[config.mk]
export PLATFORM = sky130hd
export DESIGN_NAME = dmm_front
export DESIGN_NICKNAME = d
export VERILOG_FILES = /design/src/hdl/dmm_pkg.sv /design/src/hdl/dmm_front.sv
export SDC_FILE = /design/constraint.sdc
export NUM_CORES = 1
export LEC_CHECK = 0
export BUFFER_PORTS_ARGS = -buffer_cell sky130_fd_sc_hd__buf_2
export CORE_UTILIZATION = 21
export DETAILED_ROUTE_END_ITERATION = 12
export GPL_TIMING_DRIVEN = 1
export PLACE_DENSITY = 0.82
export SYNTH_ARGS = -nofsm -noshare
export SYNTH_HDL_FRONTEND = slang
export SYNTH_SLANG_ARGS = --single-unit
[constraint.sdc]
create_clock -name vclk -period 1
set_clock_uncertainty 0.15 [all_clocks]
set_input_delay 0.05 -clock vclk [all_inputs]
set_output_delay 0.05 -clock vclk [all_outputs]
set_load 0.1 [all_outputs]
[src/hdl/dmm_pkg.sv]
`timescale 1ns / 1ps
// ----------------------------------------------------------------------------
// Dense matrix multiply package
// Sizes, codes, payload types and helpers shared by the matrix multiply core.
// ----------------------------------------------------------------------------
package dmm_pkg;

   localparam int DIM         = 16;
   localparam int IDX_W       = $clog2(DIM);
   localparam int ADDR_W      = 2 * IDX_W;
   localparam int MEM_DEPTH   = DIM * DIM;
   localparam int CFG_W       = 5;
   localparam int ELEM_W      = 16;
   localparam int PROD_W      = 2 * ELEM_W;
   localparam int SUM_W       = 36;
   localparam int ACT_W       = 2;
   localparam int CSR_IDX_W   = 2;
   localparam int QUEUE_DEPTH = 2;
   localparam int QPTR_W      = 1;
   localparam int QCNT_W      = 2;

   localparam logic [CFG_W-1:0] DIM_LIMIT = CFG_W'(DIM);
   localparam logic [CFG_W-1:0] CFG_RESET = CFG_W'(16);

   localparam logic [ACT_W-1:0] ACT_WRITE_A = 2'd0;
   localparam logic [ACT_W-1:0] ACT_WRITE_B = 2'd1;
   localparam logic [ACT_W-1:0] ACT_COMPUTE = 2'd2;
   localparam logic [ACT_W-1:0] ACT_NONE    = 2'd3;

   localparam logic [CSR_IDX_W-1:0] CSR_LEFT_ROWS  = 2'd0;
   localparam logic [CSR_IDX_W-1:0] CSR_INNER_SIZE = 2'd1;
   localparam logic [CSR_IDX_W-1:0] CSR_RIGHT_COLS = 2'd2;

   typedef struct packed {
      logic [ACT_W-1:0]         action;
      logic [IDX_W-1:0]         row_index;
      logic [IDX_W-1:0]         col_index;
      logic signed [ELEM_W-1:0] element_value;
   } req_type;

   typedef struct packed {
      logic [IDX_W-1:0]        out_row;
      logic [IDX_W-1:0]        out_col;
      logic signed [SUM_W-1:0] dot_sum;
      logic                    last_of_row;
   } rsp_type;

   typedef struct packed {
      logic [CFG_W-1:0] rows;
      logic [CFG_W-1:0] inner;
      logic [CFG_W-1:0] cols;
   } dims_type;

   // zero acts as one, anything above the store size acts as the store size
   function automatic logic [CFG_W-1:0] clamp_dim(input logic [CFG_W-1:0] value);
      logic [CFG_W-1:0] result;
      result = value;
      if (value == '0) begin
         result = CFG_W'(1);
      end else if (value > DIM_LIMIT) begin
         result = DIM_LIMIT;
      end
      return result;
   endfunction

endpackage

[src/hdl/dmm_front.sv]
`timescale 1ns / 1ps
// ----------------------------------------------------------------------------
// Dense matrix multiply front end
// Accepts request transactions and drops those that have no effect.
// ----------------------------------------------------------------------------
module dmm_front (
   input  logic              req_valid,
   output logic              req_stall,
   input  dmm_pkg::req_type  req_data,
   input  dmm_pkg::dims_type dims,
   input  logic              queue_full,
   output logic              push_valid,
   output dmm_pkg::req_type  push_data
);

   logic keep;

   always_comb begin
      unique case (req_data.action) inside
         dmm_pkg::ACT_WRITE_A, dmm_pkg::ACT_WRITE_B: begin
            keep = 1'b1;
         end
         dmm_pkg::ACT_COMPUTE: begin
            keep = ({1'b0, req_data.row_index} < dims.rows);
         end
         default: begin
            keep = 1'b0;
         end
      endcase
   end

   assign req_stall  = queue_full;
   assign push_valid = req_valid && !queue_full && keep;
   assign push_data  = req_data;

endmodule

Yosys cells after proc, flatten, opt, wreduce, memory -nomap -nowiden
Cells that the tools add are included.
{ "classes": {"reduce_logical": 5, "mux": 1, "n_eq_ne": 2, "order_cmp": 1} }
{ "ops": {"columns": ["op", "n"], "rows": [
  ["< comparator 4 x 5 -> 1 bit", 1],
  ["== test 2 x 1 -> 1 bit, second input constant", 1],
  ["== test 2 bit, second input constant", 1],
  ["logical AND 1 bit", 2],
  ["logical NOT 2 bit", 1],
  ["one-hot mux 1 bit (2 select lines)", 1],
  ["OR reduction 2 bit", 1],
  ["logical NOT 1 bit", 1]
]} }
{ "word_totals": {"wordCells": 9, "reg_bits": 0} }

Logic depth before layout (Yosys ltp)
{ "logic_depth": {"depth_word": 4, "mapped_depth": 5} }

Least setup slack after synthesis
OpenSTA, ideal clock, no wires.
{ "synth_timing": {"kind": "input -> output", "from": "in dims[12] in the netlist's numbering", "to": "out push_valid", "path_slack_ns": -0.649, "t_arrival_ns": 1.449, "path_stages": 5, "cell_sequence": "inv_1 -> ha_1 -> a21o_1 -> a31oi_1 -> o311a_1"} }
{ "synth_via": {"elab_chain_len": 3} }
{ "synth_rtl": {"columns": ["item", "line_no", "source"], "rows": [
  ["start, declared", "dmm_front.sv:10", "input dmm_pkg::dims_type dims,"],
  ["< comparator 4 x 5 -> 1 bit", "dmm_front.sv:24", "keep = ({1'b0, req_data.row_index} < dims.rows);"],
  ["one-hot mux 1 bit (2 select lines)", "dmm_front.sv:19", "unique case (req_data.action) inside"],
  ["logical AND 1 bit", "dmm_front.sv:33", "assign push_valid = req_valid && !queue_full && keep;"],
  ["end, declared", "dmm_front.sv:12", "output logic push_valid,"]
]} }
No other way between the ends.

Worst setup path in the final report
Same ends and word-level chain as after synthesis.

==> qor.json <==
{
  "min_period_ps": 1280,
  "yosys-top-cells-area": "buf_4 (67%), ha_1 (12%), nor2b_1 (4.1%), inv_1 (3.7%), o311a_1 (3.3%)",
  "start_kind": "input port",
  "place_congestion": 0.509,
  "critPathArrivalTime_ps": 1080,
  "placeableCoreArea_mm2": 0.00132,
  "worstSetupStartpoint": "dims[12]",
  "postSynthAreaPerCell_um2": 7.39,
  "pin_count_of_the_biggest_net_entering_global_routing": 4,
  "postCtsSetupBuffers": 0,
  "worst-endpoint-required_ps": 800,
  "final-instance-count-excl-fill": 56,
  "numPlacedInstances": 56,
  "die_width_um": 40.0,
  "fin_total_pwr_w": 0.000314,
  "multiInputGateArea_um2": 119,
  "outcome": "finished, violations left",
  "fp.dieArea_mm2": 0.00160,
  "final_nets": 89,
  "global_route.peak_usage_layer": "met2",
  "count_of_different_cell_masters_after_synthesis": 10,
  "worst_slew_margin_rel": 0.856,
  "overflow": 0,
  "internal_power_w": 0.000132,
  "dpl_worst_slack_ps": -398,
  "crit_type": "in2out",
  "dpl.hpwl_um": 534,
  "area.growth.synth_to_final_pct": 47.9,
  "initial_util": 0.230,
  "worst_tran_pin_value_ps": 214,
  "wire_per_inst_um": 10.3,
  "gr-usage-all-layers": 0.0734,
  "holdCritPathClass": "in2out",
  "yosysWarnings": 0,
  "p_seq_frac": 0,
  "leading_post_synthesis_cells_by_instance_count": "buf_4 (27), ha_1 (3), inv_1 (3)",
  "p_leak_nw": 0.228,
  "via_count_of_the_first_global_routing_pass": 243,
  "timing.hold.ws_ps": -50.0,
  "syn-instance-count": 41,
  "power-per-cell-area_mw_per_mm2": 700,
  "port_buffers": 21,
  "max_cap_violations": 0,
  "rows": 13,
  "synthesis.nets": 87,
  "comb_power_share": 1.000,
  "power.switching_fraction": 0.581,
  "final_antenna_net_count": 0,
  "finalHoldViolCount": 20,
  "floorplan.die.height_um": 40.0,
  "synth_top_area_share": 0.669,
  "placement.cell_area_um2": 425,
  "nFlopsAndLatches": 0,
  "timing.critical_path.to_type": "output port",
  "globalRouteMet2Util": 0.161,
  "final_cell_area_um2": 448,
  "drt-vias-per-instance": 4.14,
  "timing.fmax_ghz": 0.780,
  "syn-cell-area_um2": 303,
  "ys_seq_area_frac": 0,
  "critical_path.max_fanout": 2,
  "worst_slack_ps": -282,
  "power_spent_charging_and_discharging_nets_w": 0.000182,
  "violations_in_the_final_reports": "hold timing, setup timing",
  "vdd.ir_drop.worst_uv": 202,
  "setup_viol": 1,
  "antenna_cells": 0,
  "post-synth-top-count-cell": "buf_4",
  "dr.first_iter.drc_count": 0,
  "via_count": 232,
  "num_io_pins": 71,
  "routed_wirelength_um": 576,
  "grt_pass1_wl_um": 841,
  "layout_worst_path_cycle_share": 1.28,
  "groute.layer.met1.usage": 0.0592,
  "final.clkbuf_count": 0,
  "final.fill_count": 138,
  "yosysTopAreaCell": "buf_4",
  "register_area_um2": 0,
  "dr.pass1.iters": 1,
  "report.final.slew_viol_count": 0,
  "rsz0062_at_grt": "yes",
  "grt_antenna_before_repair": 0,
  "layout-drive-gt1-share": 0.756,
  "worst_hold_startpoint": "req_data[10]",
  "drc": 0,
  "critPathCapture": "push_valid",
  "grt_util_met3": 0.0278,
  "p_clk_frac": 0
}
==> layout make-up <==
type	count	share of cell area
Inverter	3	0.0531
Multi-Input combinational cell	11	0.265
Tap cell	15	0.0419
Timing Repair Buffer	27	0.640
==> cell usage in the layout (no fill, tap or decap) <==
| master | netlist | routed |
|---|---|---|
| a21o_1 | 1 | 1 |
| ha_1 | 3 | 2 |
| buf_12 | 0 | 8 |
| nand2b_1 | 1 | 1 |
| o21ai_0 | 1 | 1 |
| nand2_1 | 1 | 1 |
| a31oi_2 | 0 | 1 |
| buf_6 | 0 | 1 |
| inv_12 | 0 | 1 |
| buf_2 | 0 | 11 |
| nor2b_1 | 2 | 2 |
| inv_1 | 3 | 2 |
| ha_4 | 0 | 1 |
| buf_8 | 0 | 1 |
| o311a_4 | 0 | 1 |
| buf_4 | 27 | 6 |
==> cells by family after synthesis <==
| family | after synthesis | share of synthesized area |
|---|---|---|
| AOI/OAI and AO/OA | 4 | 0.0950 |
| adders and majority gates | 3 | 0.124 |
| buffers and inverters | 30 | 0.707 |
| and+or+nand+nor | 4 | 0.0744 |
==> critical path, cell delays in order <==
cell	delay, ps
buf_8	90
inv_12	30
ha_4	260
a21o_1	120
a31oi_2	40
o311a_4	320
buf_12	170
==> metrics by stage <==
stage	TNS (ps)	utilization
6_report	-282	0.340
3_3_place_gp	-437	0.323
5_1_grt	-309	0.340
2_1_floorplan	-177	-
3_5_place_dp	-398	0.323
4_1_cts	-320	0.335
==> how the worst min path moves through the flow <==
stage	end	slack (ps)	depth (start not counted)
after floorplan	push_data[0]	160	1
after global placement	push_data[13]	-50	0
after detailed placement	push_data[13]	-50	0
after CTS	push_data[13]	-50	0
after global routing	push_data[9]	-50	0
final	push_data[10]	-50	0
==> power groups by stage <==
stage	registers (W)	clock network, W	logic [W]
after floorplan	0	0	0.000563
after detailed placement	0	0	0.000305
after CTS	0	0	0.000312
final	0	0	0.000314
after global routing	0	0	0.000327
after global placement	0	0	0.000299
==> routing by layer <==
| layer | part of all wire | vias to the layer above | wire length (um) |
|---|---|---|---|
| li1 | - | 104 | - |
| met1 | 0.27 | 110 | 156 |
| met2 | 0.61 | 18 | 352 |
| met3 | 0.11 | 0 | 66 |
| met4 | 0 | 0 | 0 |
| met5 | 0 | - | 0 |
==> repair_timing <==
| item | CTS | global route |
|---|---|---|
| pin swaps | 3 | 1 |
| resized for setup | 5 | 1 |
| endpoints found under the hold margin | 20 | 20 |
| endpoints found under the setup margin | 1 | 1 |
(Power assumes the default switching activity.)
