**src/hdl/dmm_pkg.sv**
```systemverilog
`timescale 1ns / 1ps
// ----------------------------------------------------------------------------
// Dense matrix multiply package
// Sizes, codes, payload types and helpers shared by the matrix multiply core.
// ----------------------------------------------------------------------------
package dmm_pkg;

   localparam int DIM         = 16;
   localparam int IDX_W       = $clog2(DIM);
   localparam int ADDR_W      = 2 * IDX_W;
   localparam int MEM_DEPTH   = DIM * DIM;
   localparam int CFG_W       = 5;
   localparam int ELEM_W      = 16;
   localparam int PROD_W      = 2 * ELEM_W;
   localparam int SUM_W       = 36;
   localparam int ACT_W       = 2;
   localparam int CSR_IDX_W   = 2;
   localparam int QUEUE_DEPTH = 2;
   localparam int QPTR_W      = 1;
   localparam int QCNT_W      = 2;

   localparam logic [CFG_W-1:0] DIM_LIMIT = CFG_W'(DIM);
   localparam logic [CFG_W-1:0] CFG_RESET = CFG_W'(16);

   localparam logic [ACT_W-1:0] ACT_WRITE_A = 2'd0;
   localparam logic [ACT_W-1:0] ACT_WRITE_B = 2'd1;
   localparam logic [ACT_W-1:0] ACT_COMPUTE = 2'd2;
   localparam logic [ACT_W-1:0] ACT_NONE    = 2'd3;

   localparam logic [CSR_IDX_W-1:0] CSR_LEFT_ROWS  = 2'd0;
   localparam logic [CSR_IDX_W-1:0] CSR_INNER_SIZE = 2'd1;
   localparam logic [CSR_IDX_W-1:0] CSR_RIGHT_COLS = 2'd2;

   typedef struct packed {
      logic [ACT_W-1:0]         action;
      logic [IDX_W-1:0]         row_index;
      logic [IDX_W-1:0]         col_index;
      logic signed [ELEM_W-1:0] element_value;
   } req_type;

   typedef struct packed {
      logic [IDX_W-1:0]        out_row;
      logic [IDX_W-1:0]        out_col;
      logic signed [SUM_W-1:0] dot_sum;
      logic                    last_of_row;
   } rsp_type;

   typedef struct packed {
      logic [CFG_W-1:0] rows;
      logic [CFG_W-1:0] inner;
      logic [CFG_W-1:0] cols;
   } dims_type;

   // zero acts as one, anything above the store size acts as the store size
   function automatic logic [CFG_W-1:0] clamp_dim(input logic [CFG_W-1:0] value);
      logic [CFG_W-1:0] result;
      result = value;
      if (value == '0) begin
         result = CFG_W'(1);
      end else if (value > DIM_LIMIT) begin
         result = DIM_LIMIT;
      end
      return result;
   endfunction

endpackage

```
**src/hdl/dmm_queue.sv**
```systemverilog
`timescale 1ns / 1ps
// ----------------------------------------------------------------------------
// Dense matrix multiply command queue
// Short in-order queue between the front end and the compute engine.
// ----------------------------------------------------------------------------
module dmm_queue (
   input  logic             clock,
   input  logic             reset,
   input  logic             push_valid,
   input  dmm_pkg::req_type push_data,
   output logic             full,
   input  logic             pop,
   output logic             pop_valid,
   output dmm_pkg::req_type pop_data
);

   dmm_pkg::req_type entry_ff [dmm_pkg::QUEUE_DEPTH];

   logic [dmm_pkg::QPTR_W-1:0] wr_ptr_ff, wr_ptr_in;
   logic [dmm_pkg::QPTR_W-1:0] rd_ptr_ff, rd_ptr_in;
   logic [dmm_pkg::QCNT_W-1:0] count_ff, count_in;
   logic                       do_pop;

   assign full      = (count_ff == dmm_pkg::QCNT_W'(dmm_pkg::QUEUE_DEPTH));
   assign pop_valid = (count_ff != '0);
   assign pop_data  = entry_ff[rd_ptr_ff];
   assign do_pop    = pop && pop_valid;

   always_comb begin
      wr_ptr_in = push_valid ? wr_ptr_ff + 1'b1 : wr_ptr_ff;
      rd_ptr_in = do_pop ? rd_ptr_ff + 1'b1 : rd_ptr_ff;
      count_in  = count_ff;
      if (push_valid && !do_pop) begin
         count_in = count_ff + 1'b1;
      end else if (!push_valid && do_pop) begin
         count_in = count_ff - 1'b1;
      end
   end

   always_ff @(posedge clock) begin
      if (reset) begin
         wr_ptr_ff <= '0;
         rd_ptr_ff <= '0;
         count_ff  <= '0;
      end else begin
         wr_ptr_ff <= wr_ptr_in;
         rd_ptr_ff <= rd_ptr_in;
         count_ff  <= count_in;
      end
   end

   always_ff @(posedge clock) begin
      if (push_valid) begin
         entry_ff[wr_ptr_ff] <= push_data;
      end
   end

endmodule

```
**config.mk**
```make
export PLATFORM = sky130hd
export DESIGN_NAME = dmm_queue
export DESIGN_NICKNAME = d
export VERILOG_FILES = /design/src/hdl/dmm_pkg.sv /design/src/hdl/dmm_queue.sv
export SDC_FILE = /design/constraint.sdc
export NUM_CORES = 1
export LEC_CHECK = 0
export ABC_CLOCK_PERIOD_IN_PS = 3100
export BUFFER_PORTS_ARGS = -buffer_cell sky130_fd_sc_hd__buf_2
export CAP_MARGIN = 5
export CELL_PAD_IN_SITES_DETAIL_PLACEMENT = 1
export CELL_PAD_IN_SITES_GLOBAL_PLACEMENT = 2
export CORE_MARGIN = 8
export CORE_UTILIZATION = 39
export DETAILED_ROUTE_END_ITERATION = 8
export GPL_ROUTABILITY_DRIVEN = 0
export PLACE_DENSITY = 0.94
export SYNTH_ARGS = -nofsm -noshare
export SYNTH_HDL_FRONTEND = slang
export SYNTH_SLANG_ARGS = --single-unit
```
**constraint.sdc**
```tcl
create_clock -name clock -period 3.1 [get_ports clock]
set_input_delay 0.465 -clock clock [delete_from_list [all_inputs] [get_ports clock]]
set_output_delay 0.465 -clock clock [all_outputs]
set_load 0.01 [all_outputs]
```
---- Word-level counts from Yosys, hierarchy flattened ----
Memories as Yosys holds them, arrays and structs flattened. A register that Yosys moved wholly into a read port is not among the register bits.
Cells that the tools add are included.
storage, ports and cells
  bits in registers ....................... 4
  memory bits (writable) .................. 52
  bits of input ports ..................... 30
  output and inout port bits .............. 28
  word-level logic and storage cells ...... 22
  memories ................................ 1
memories
  memory    depth  width  rd ports  clocked after Yosys merged registers in  wr ports  RTL line         RTL
  entry_ff  2      26     1         1                                        1         dmm_queue.sv:17  dmm_pkg::req_type entry_ff [dmm_pkg::QUEUE_DEPTH];
cells by class
  add/subtract/negate cells ............... 4
  equal/unequal tests ..................... 1
  mux-type cells .......................... 6
  reduce and logical (&&, ||, !) cells .... 7
operators by type and width
  kind                 count
  $mux 1               4
  $mux 2               2
  $reduce_bool 2->1    2
  $logic_and 1x1->1    3
  $add 1x1->1 const B  2
  $add 2x1->2 const B  1
  $eq 2x2->1 const B   1
  $logic_not 1->1      2
  $sub 2x1->2 const B  1

---- Longest topological paths before layout ----
Gate-level depths: netlist of run 1.
  depth after elaboration ................. 5
  gate-level depth with buffers ........... 5
  mapped depth without buffers ............ 5

---- Least setup slack after synthesis of run 1 ----
No wires, ideal clock.
  path type ............................... in2reg
  start ................................... in push_valid
  end ..................................... mem entry_ff[0][0] (netlist name), enable pin
  library setup time ...................... 0.412 ns
  arrival time ............................ 1.656 ns
  required time ........................... 2.688 ns
  path slack .............................. 1.032 ns
  cell stages on the path ................. 1
  buffers on the path ..................... 0
  path through ............................ nor2b_1
between the ends
  cells in the longest elaborated chain, start to end .. 2
RTL lines
  element                       RTL line         RTL
  start, declared               dmm_queue.sv:9   input logic push_valid,
  $mux 1                        dmm_queue.sv:53  if (push_valid) begin
  $mux 1 (not written as such)  dmm_queue.sv:54  entry_ff[wr_ptr_ff] <= push_data;
  end, declared                 dmm_queue.sv:17
Every way passes these cells.

==> results.yml, run 1 <==
hold_path:
  whs_endpoint: "entry_ff[0][21]"
  min_path_cells: 1
  hold_path_class: "input port to flop"
  worstHoldStart: "push_data[21]"
critical_path:
  cp_max_fo: 14
  r2r_end: "entry_ff[1][12]"
  crit_path_max_incr_delay_ns: 0.72
  cp_num_buf_inv: 2
  rrSetupSlack_ns: 1.53
  critical_path_class: "flop to primary output"
  r2r-start: "wr_ptr_ff"
  crit_family: "flip-flops"
  start_kind: "flop"
  cp-end-kind: "primary output"
  cpMaxStageDelayCell: "dfxtp_1"
  path_cells: "buf_4 -> mux2_2 -> buf_2"
  cp.required_ns: 2.63
  r2r.worst_path.cells: 2
  worst_ep_arrival_time_ns: 1.88
finish:
  final_cell_mix: "buf_2, edfxtp_1, mux2_2, clkbuf_8, dfxtp_1"
  nets: 202
  finish.instance_area_um2: 2680
  final_cells: 246
  syn_to_final_growth_pct: 28.3
  n_antenna_cell: 0
  final_common_cell: "buf_2"
  drive_gt1_frac: 0.585
clock_tree:
  postCtsHoldBufs: 0
  insertion_delay_ns: 0.32
  cts_max_level: 3
  cts_root_buf: "clkbuf_8"
  cts-buffers-inserted: 9
  cts_setup_buffers: 0
  cts_resized: 0
  clkTransAtPathRegs_ns: 0.06
  clock-sinks: 57
  cts_tree: "done"
  cts.path.max_buffers: 2
floorplan:
  die_y_um: 89.1
  rows: 26
  core_um2: 5140
  dieArea_um2: 7940
  die_w_um: 89.1
  initial_core_util: 0.406
  io_pins: 58
power_and_ir_drop:
  power_w: 0.00216
  internal-power_w: 0.00161
  p_sw_frac: 0.257
  clock_power_share: 0.336
  pwr-share-seq: 0.449
  peakVddDrop_mv: 0.437
  power.leakage_nw: 1.02
  p_sw_w: 0.000554
  powerDensity_nw_per_um2: 808
  p_comb_frac: 0.216
logic_synthesis:
  synth_fa_ha_area_frac: 0.00600
  synthSimpleGateAreaFrac: 0.0234
  yosysWarnings: 0
  synth_xor_xnor_area_share: 0.0168
  avgSynthCellArea_um2: 20.3
  netlist_instances: 103
  synth_cell_types: 16
  ys_ff_latch: 57
  syn_nets: 134
  synth_top_family_by_area: "multiplexers"
  seq_area_frac_synth: 0.797
  synth_compound_area_frac: 0.00720
  muxShareOfSynthArea: 0.140
  syn-cell-area_um2: 2090
detailed_routing:
  drt-total-wl_mm: 4.32
  vias: 1121
  routedWlPerCell_um: 17.6
  drc_errors: 0
  via_per_inst: 4.56
  drt-initial-drc-count: 46
  drtPass1Iterations: 2
  detail-route-antenna-nets: 0
grt:
  globalRouteOverflowTotal: 0
  grt_first_pass_wirelength_mm: 6.53
  antenna_found_initial: 0
  grt_pass1_vias: 1262
  grt_max_degree: 15
  gr-usage-all-layers: 0.116
outcome:
  status: "finished, final reports clean"
timing:
  maxSlewViolCount: 0
  finalSetupViolCount: 0
  setup_slack_ns: 0.753
  setup_tns_ns: 0
  period_share: 0.757
  max_slew_margin: 0.532
  fin_skew_ns: 0.00408
  rsz0062_at_grt: "false"
  fmax_mhz: 426
  tightest_slew_ns: 0.699
  hold_violations: 0
  min_period_ns: 2.35
placement:
  hpwlAfterDp_mm: 3.27
  dp.cells: 230
  numPortBuffers: 57
  dp_slack_ns: 1.08
  placed_cell_area_um2: 2460
run:
  drv_cap: 0
[cells in the mapped netlist (all sizes together)]
library cell	instances	area, um2
or3	1	6.26
ha	1	12.5
mux2	26	293
and2b	1	8.76
buf	3	20.0
a21oi	1	5.00
xor2	3	26.3
xnor2	1	8.76
o21ai	2	10.0
and2	1	6.26
nor2b	1	6.26
edfxtp	52	1560
nor2	4	15.0
or2	1	6.26
dfxtp	5	100
[worst register-to-register path: stages, from the launching register on]
cell and delay [ns]:
dfxtp_1 0.37, and2_1 0.55, buf_4 0.34
[sequential cells by signal (all words and copies together) (netlist names), named ones only]
signal     flops
count_ff       2
entry_ff      52
rd_ptr_ff      1
wr_ptr_ff      1
[layout make-up]
type                       instances  area [um2]
fill                             530        2460
sequential                        57        1660
multi-input combinational         43         407
timing repair buffer              60         308
clock inverter                     5        80.1
tap                               70        87.6
clock buffer                      11         131
[through the flow]
step	hold WS [ns]	utilization
after floorplan	0.466	-
after global placement	0.483	0.479
after detailed placement	0.504	0.479
after CTS	0.311	0.520
after global routing	0.301	0.520
final	0.332	0.520
[power groups by stage]
stage	clock network (W)	logic [W]	registers, W
detailed placement	0	0.000475	0.000987
CTS	0.000748	0.000479	0.000971
finish	0.000725	0.000466	0.000969
global route	0.000782	0.000506	0.000979
floorplan	0	0.000330	0.000949
global placement	0	0.000458	0.000977
[cell families (layout without fill, tap and decap cells)]
logic type,count (synthesis),in the layout
xor+xnor,4,4
mux,26,26
compound gates,3,3
simple gates,9,9
fa+ha+maj,1,1
flops,57,57
buf+inv,3,76
[worst max path at each step]
| stage | start | endpoint | slack, ns | cells past startpoint |
|---|---|---|---|---|
| floorplan | push_valid | entry_ff[0][0] | 1.03 | 1 |
| finish | flop | pop_data[23] | 0.75 | 3 |
| detailed placement | flop | pop_data[17] | 1.08 | 3 |
| global route | flop | pop_data[23] | 0.65 | 3 |
| global placement | flop | pop_data[17] | 1.14 | 3 |
| CTS | flop | pop_data[23] | 0.72 | 3 |
[metal layers]
metal | track usage | vias up | part of all wire
met4 | 0.0544 | 0 | 0.015
met1 | 0.124 | 542 | 0.39
met2 | 0.197 | 42 | 0.52
li1 | - | 531 | -
met3 | 0.0478 | 6 | 0.068
met5 | 0 | - | 0
(Power assumes the default switching activity.)
==> inputs of run 2 (changes only) <==
- ABC_CLOCK_PERIOD_IN_PS: 3100 -> 1900
- CORE_UTILIZATION: 39 -> 33
- PLACE_DENSITY: 0.94 -> 0.86
- clock period: 3.1 -> 1.9 ns (I/O delays scaled with it)
==> run 2 against run 1 <==
Sequential share of layout area decreased by 0.69 points. Critical path type unchanged. First-iteration DRC count decreased by 52%. Largest cell class unchanged. Clock power rose by 64%. Worst setup slack got worse by 0.60 ns. Count of clock-buffer cells in the layout is 1 lower.
==> results.yml, run 2 (same netlist as run 1, synthesis figures left out) <==
critical_path:
  critical_path_class: "flop to primary output"
  start_kind: "flop"
  cp.required_ns: 1.62
  cp-end-kind: "primary output"
  r2r.worst_path.cells: 4
  path_cells: "buf_4 -> mux2_2 -> buf_2"
  crit_path_max_incr_delay_ns: 0.38
  cpMaxStageDelayCell: "mux2_2"
  cp_max_fo: 19
  r2r_end: "count_ff[1]"
  worst_ep_arrival_time_ns: 1.47
  rrSetupSlack_ns: 0.35
  r2r-start: "count_ff[0]"
  crit_family: "buffers and inverters"
  cp_num_buf_inv: 2
outcome:
  status: "finished, final reports clean"
clock_tree:
  cts_tree: "done"
  clkTransAtPathRegs_ns: 0.06
  postCtsHoldBufs: 0
  cts_root_buf: "clkbuf_8"
  cts-buffers-inserted: 9
  insertion_delay_ns: 0.32
  cts.path.max_buffers: 2
  clock-sinks: 57
  cts_resized: 0
  cts_setup_buffers: 0
  cts_max_level: 3
power_and_ir_drop:
  power.leakage_nw: 1.03
  powerDensity_nw_per_um2: 1310
  peakVddDrop_mv: 0.662
timing:
  setup_tns_ns: 0
  fin_skew_ns: 0.00729
  rsz0062_at_grt: "false"
  finalSetupViolCount: 0
  hold_ws_ns: 0.143
  period_share: 0.922
  setup_slack_ns: 0.149
  min_period_ns: 1.75
  hold_violations: 0
  max_slew_margin: 0.785
  maxSlewViolCount: 0
  fmax_mhz: 571
  tightest_slew_ns: 0.319
grt:
  grt_first_pass_wirelength_mm: 6.62
  gr-usage-all-layers: 0.102
  globalRouteOverflowTotal: 0
  antenna_found_initial: 0
  grt_max_degree: 20
  grt_pass1_vias: 1341
finish:
  drive_gt1_frac: 0.587
  largest_reg_flops: 52
  syn_to_final_growth_pct: 29.7
  final_common_cell: "buf_2"
  regMostFlops: "entry_ff"
  final_cell_mix: "buf_2, edfxtp_1, mux2_2, clkbuf_8, buf_4"
  n_antenna_cell: 0
  nets: 205
  finish.instance_area_um2: 2710
  largestRegisters: "entry_ff (52), count_ff (2)"
placement:
  numPortBuffers: 57
  hpwlAfterDp_mm: 2.99
  placed_cell_area_um2: 2490
  dp_slack_ns: 0.349
hold_path:
  whs_endpoint: "entry_ff[0][13]"
  min_path_cells: 1
  worstHoldStart: "push_data[13]"
  hold_path_class: "input port to flop"
detailed_routing:
  drc_errors: 0
  routedWlPerCell_um: 16.4
  drt-total-wl_mm: 4.19
  drt-initial-drc-count: 22
  via_per_inst: 4.42
  detail-route-antenna-nets: 0
  drtPass1Iterations: 2
  vias: 1131
floorplan:
  io_pins: 58
  die_w_um: 95.5
  dieArea_um2: 9120
  die_y_um: 95.5
  rows: 29
  core_um2: 6240
  initial_core_util: 0.334
run:
  drv_cap: 0
[run 2: cell count changes in the layout (fill, tap and decap cells not counted)]
cell      before  now
buf_4          3    6
clkbuf_1       2    1
clkinv_1       0    2
clkinv_2       1    0
[run 2: per-stage QoR]
step	util	total power, W	std cells
after floorplan	-	0.00209	103
after global placement	0.400	0.00238	240
after detailed placement	0.400	0.00240	240
after CTS	0.433	0.00360	256
after global routing	0.433	0.00373	256
final	0.433	0.00354	256
[run 2: worst register-to-register path: stages (launching register included)]
cell and delay [ns]:
dfxtp_1 0.35, o21ai_0 0.30, ha_1 0.33, or3_1 0.35, a21oi_1 0.15
[run 2: how the worst max path moves through the flow]
stage                startpoint              to  slack, ns  cells after the start
finish                     flop    pop_data[18]       0.15                      3
global placement    count_ff[0]     count_ff[1]       0.45                      4
CTS                        flop    pop_data[18]       0.12                      3
global route               flop    pop_data[16]       0.06                      3
floorplan             wr_ptr_ff  entry_ff[0][0]       0.47                      1
detailed placement  count_ff[0]     count_ff[1]       0.35                      4
[run 2: where the power goes]
group	switching, W	leakage (nW)	internal, W
clock	0.000456	0.0976	0.000729
sequential	0.0000500	0.529	0.00149
combinational	0.000408	0.405	0.000410
total	0.000915	1.03	0.00263
[run 2: layout make-up]
type | count | area (um2)
Fill cell | 661 | 3540
Sequential cell | 57 | 1660
Tap cell | 77 | 96.3
Clock inverter | 6 | 82.6
Clock buffer | 10 | 128
Timing Repair Buffer | 63 | 330
Multi-Input combinational cell | 43 | 407
[run 2: layer usage]
| metal | wire (um) | GRT usage | vias to the layer above |
|---|---|---|---|
| li1 | - | - | 538 |
| met1 | 1580 | 0.103 | 552 |
| met2 | 2260 | 0.174 | 33 |
| met3 | 302 | 0.0425 | 8 |
| met4 | 50 | 0.0576 | 0 |
| met5 | 0 | 0 | - |
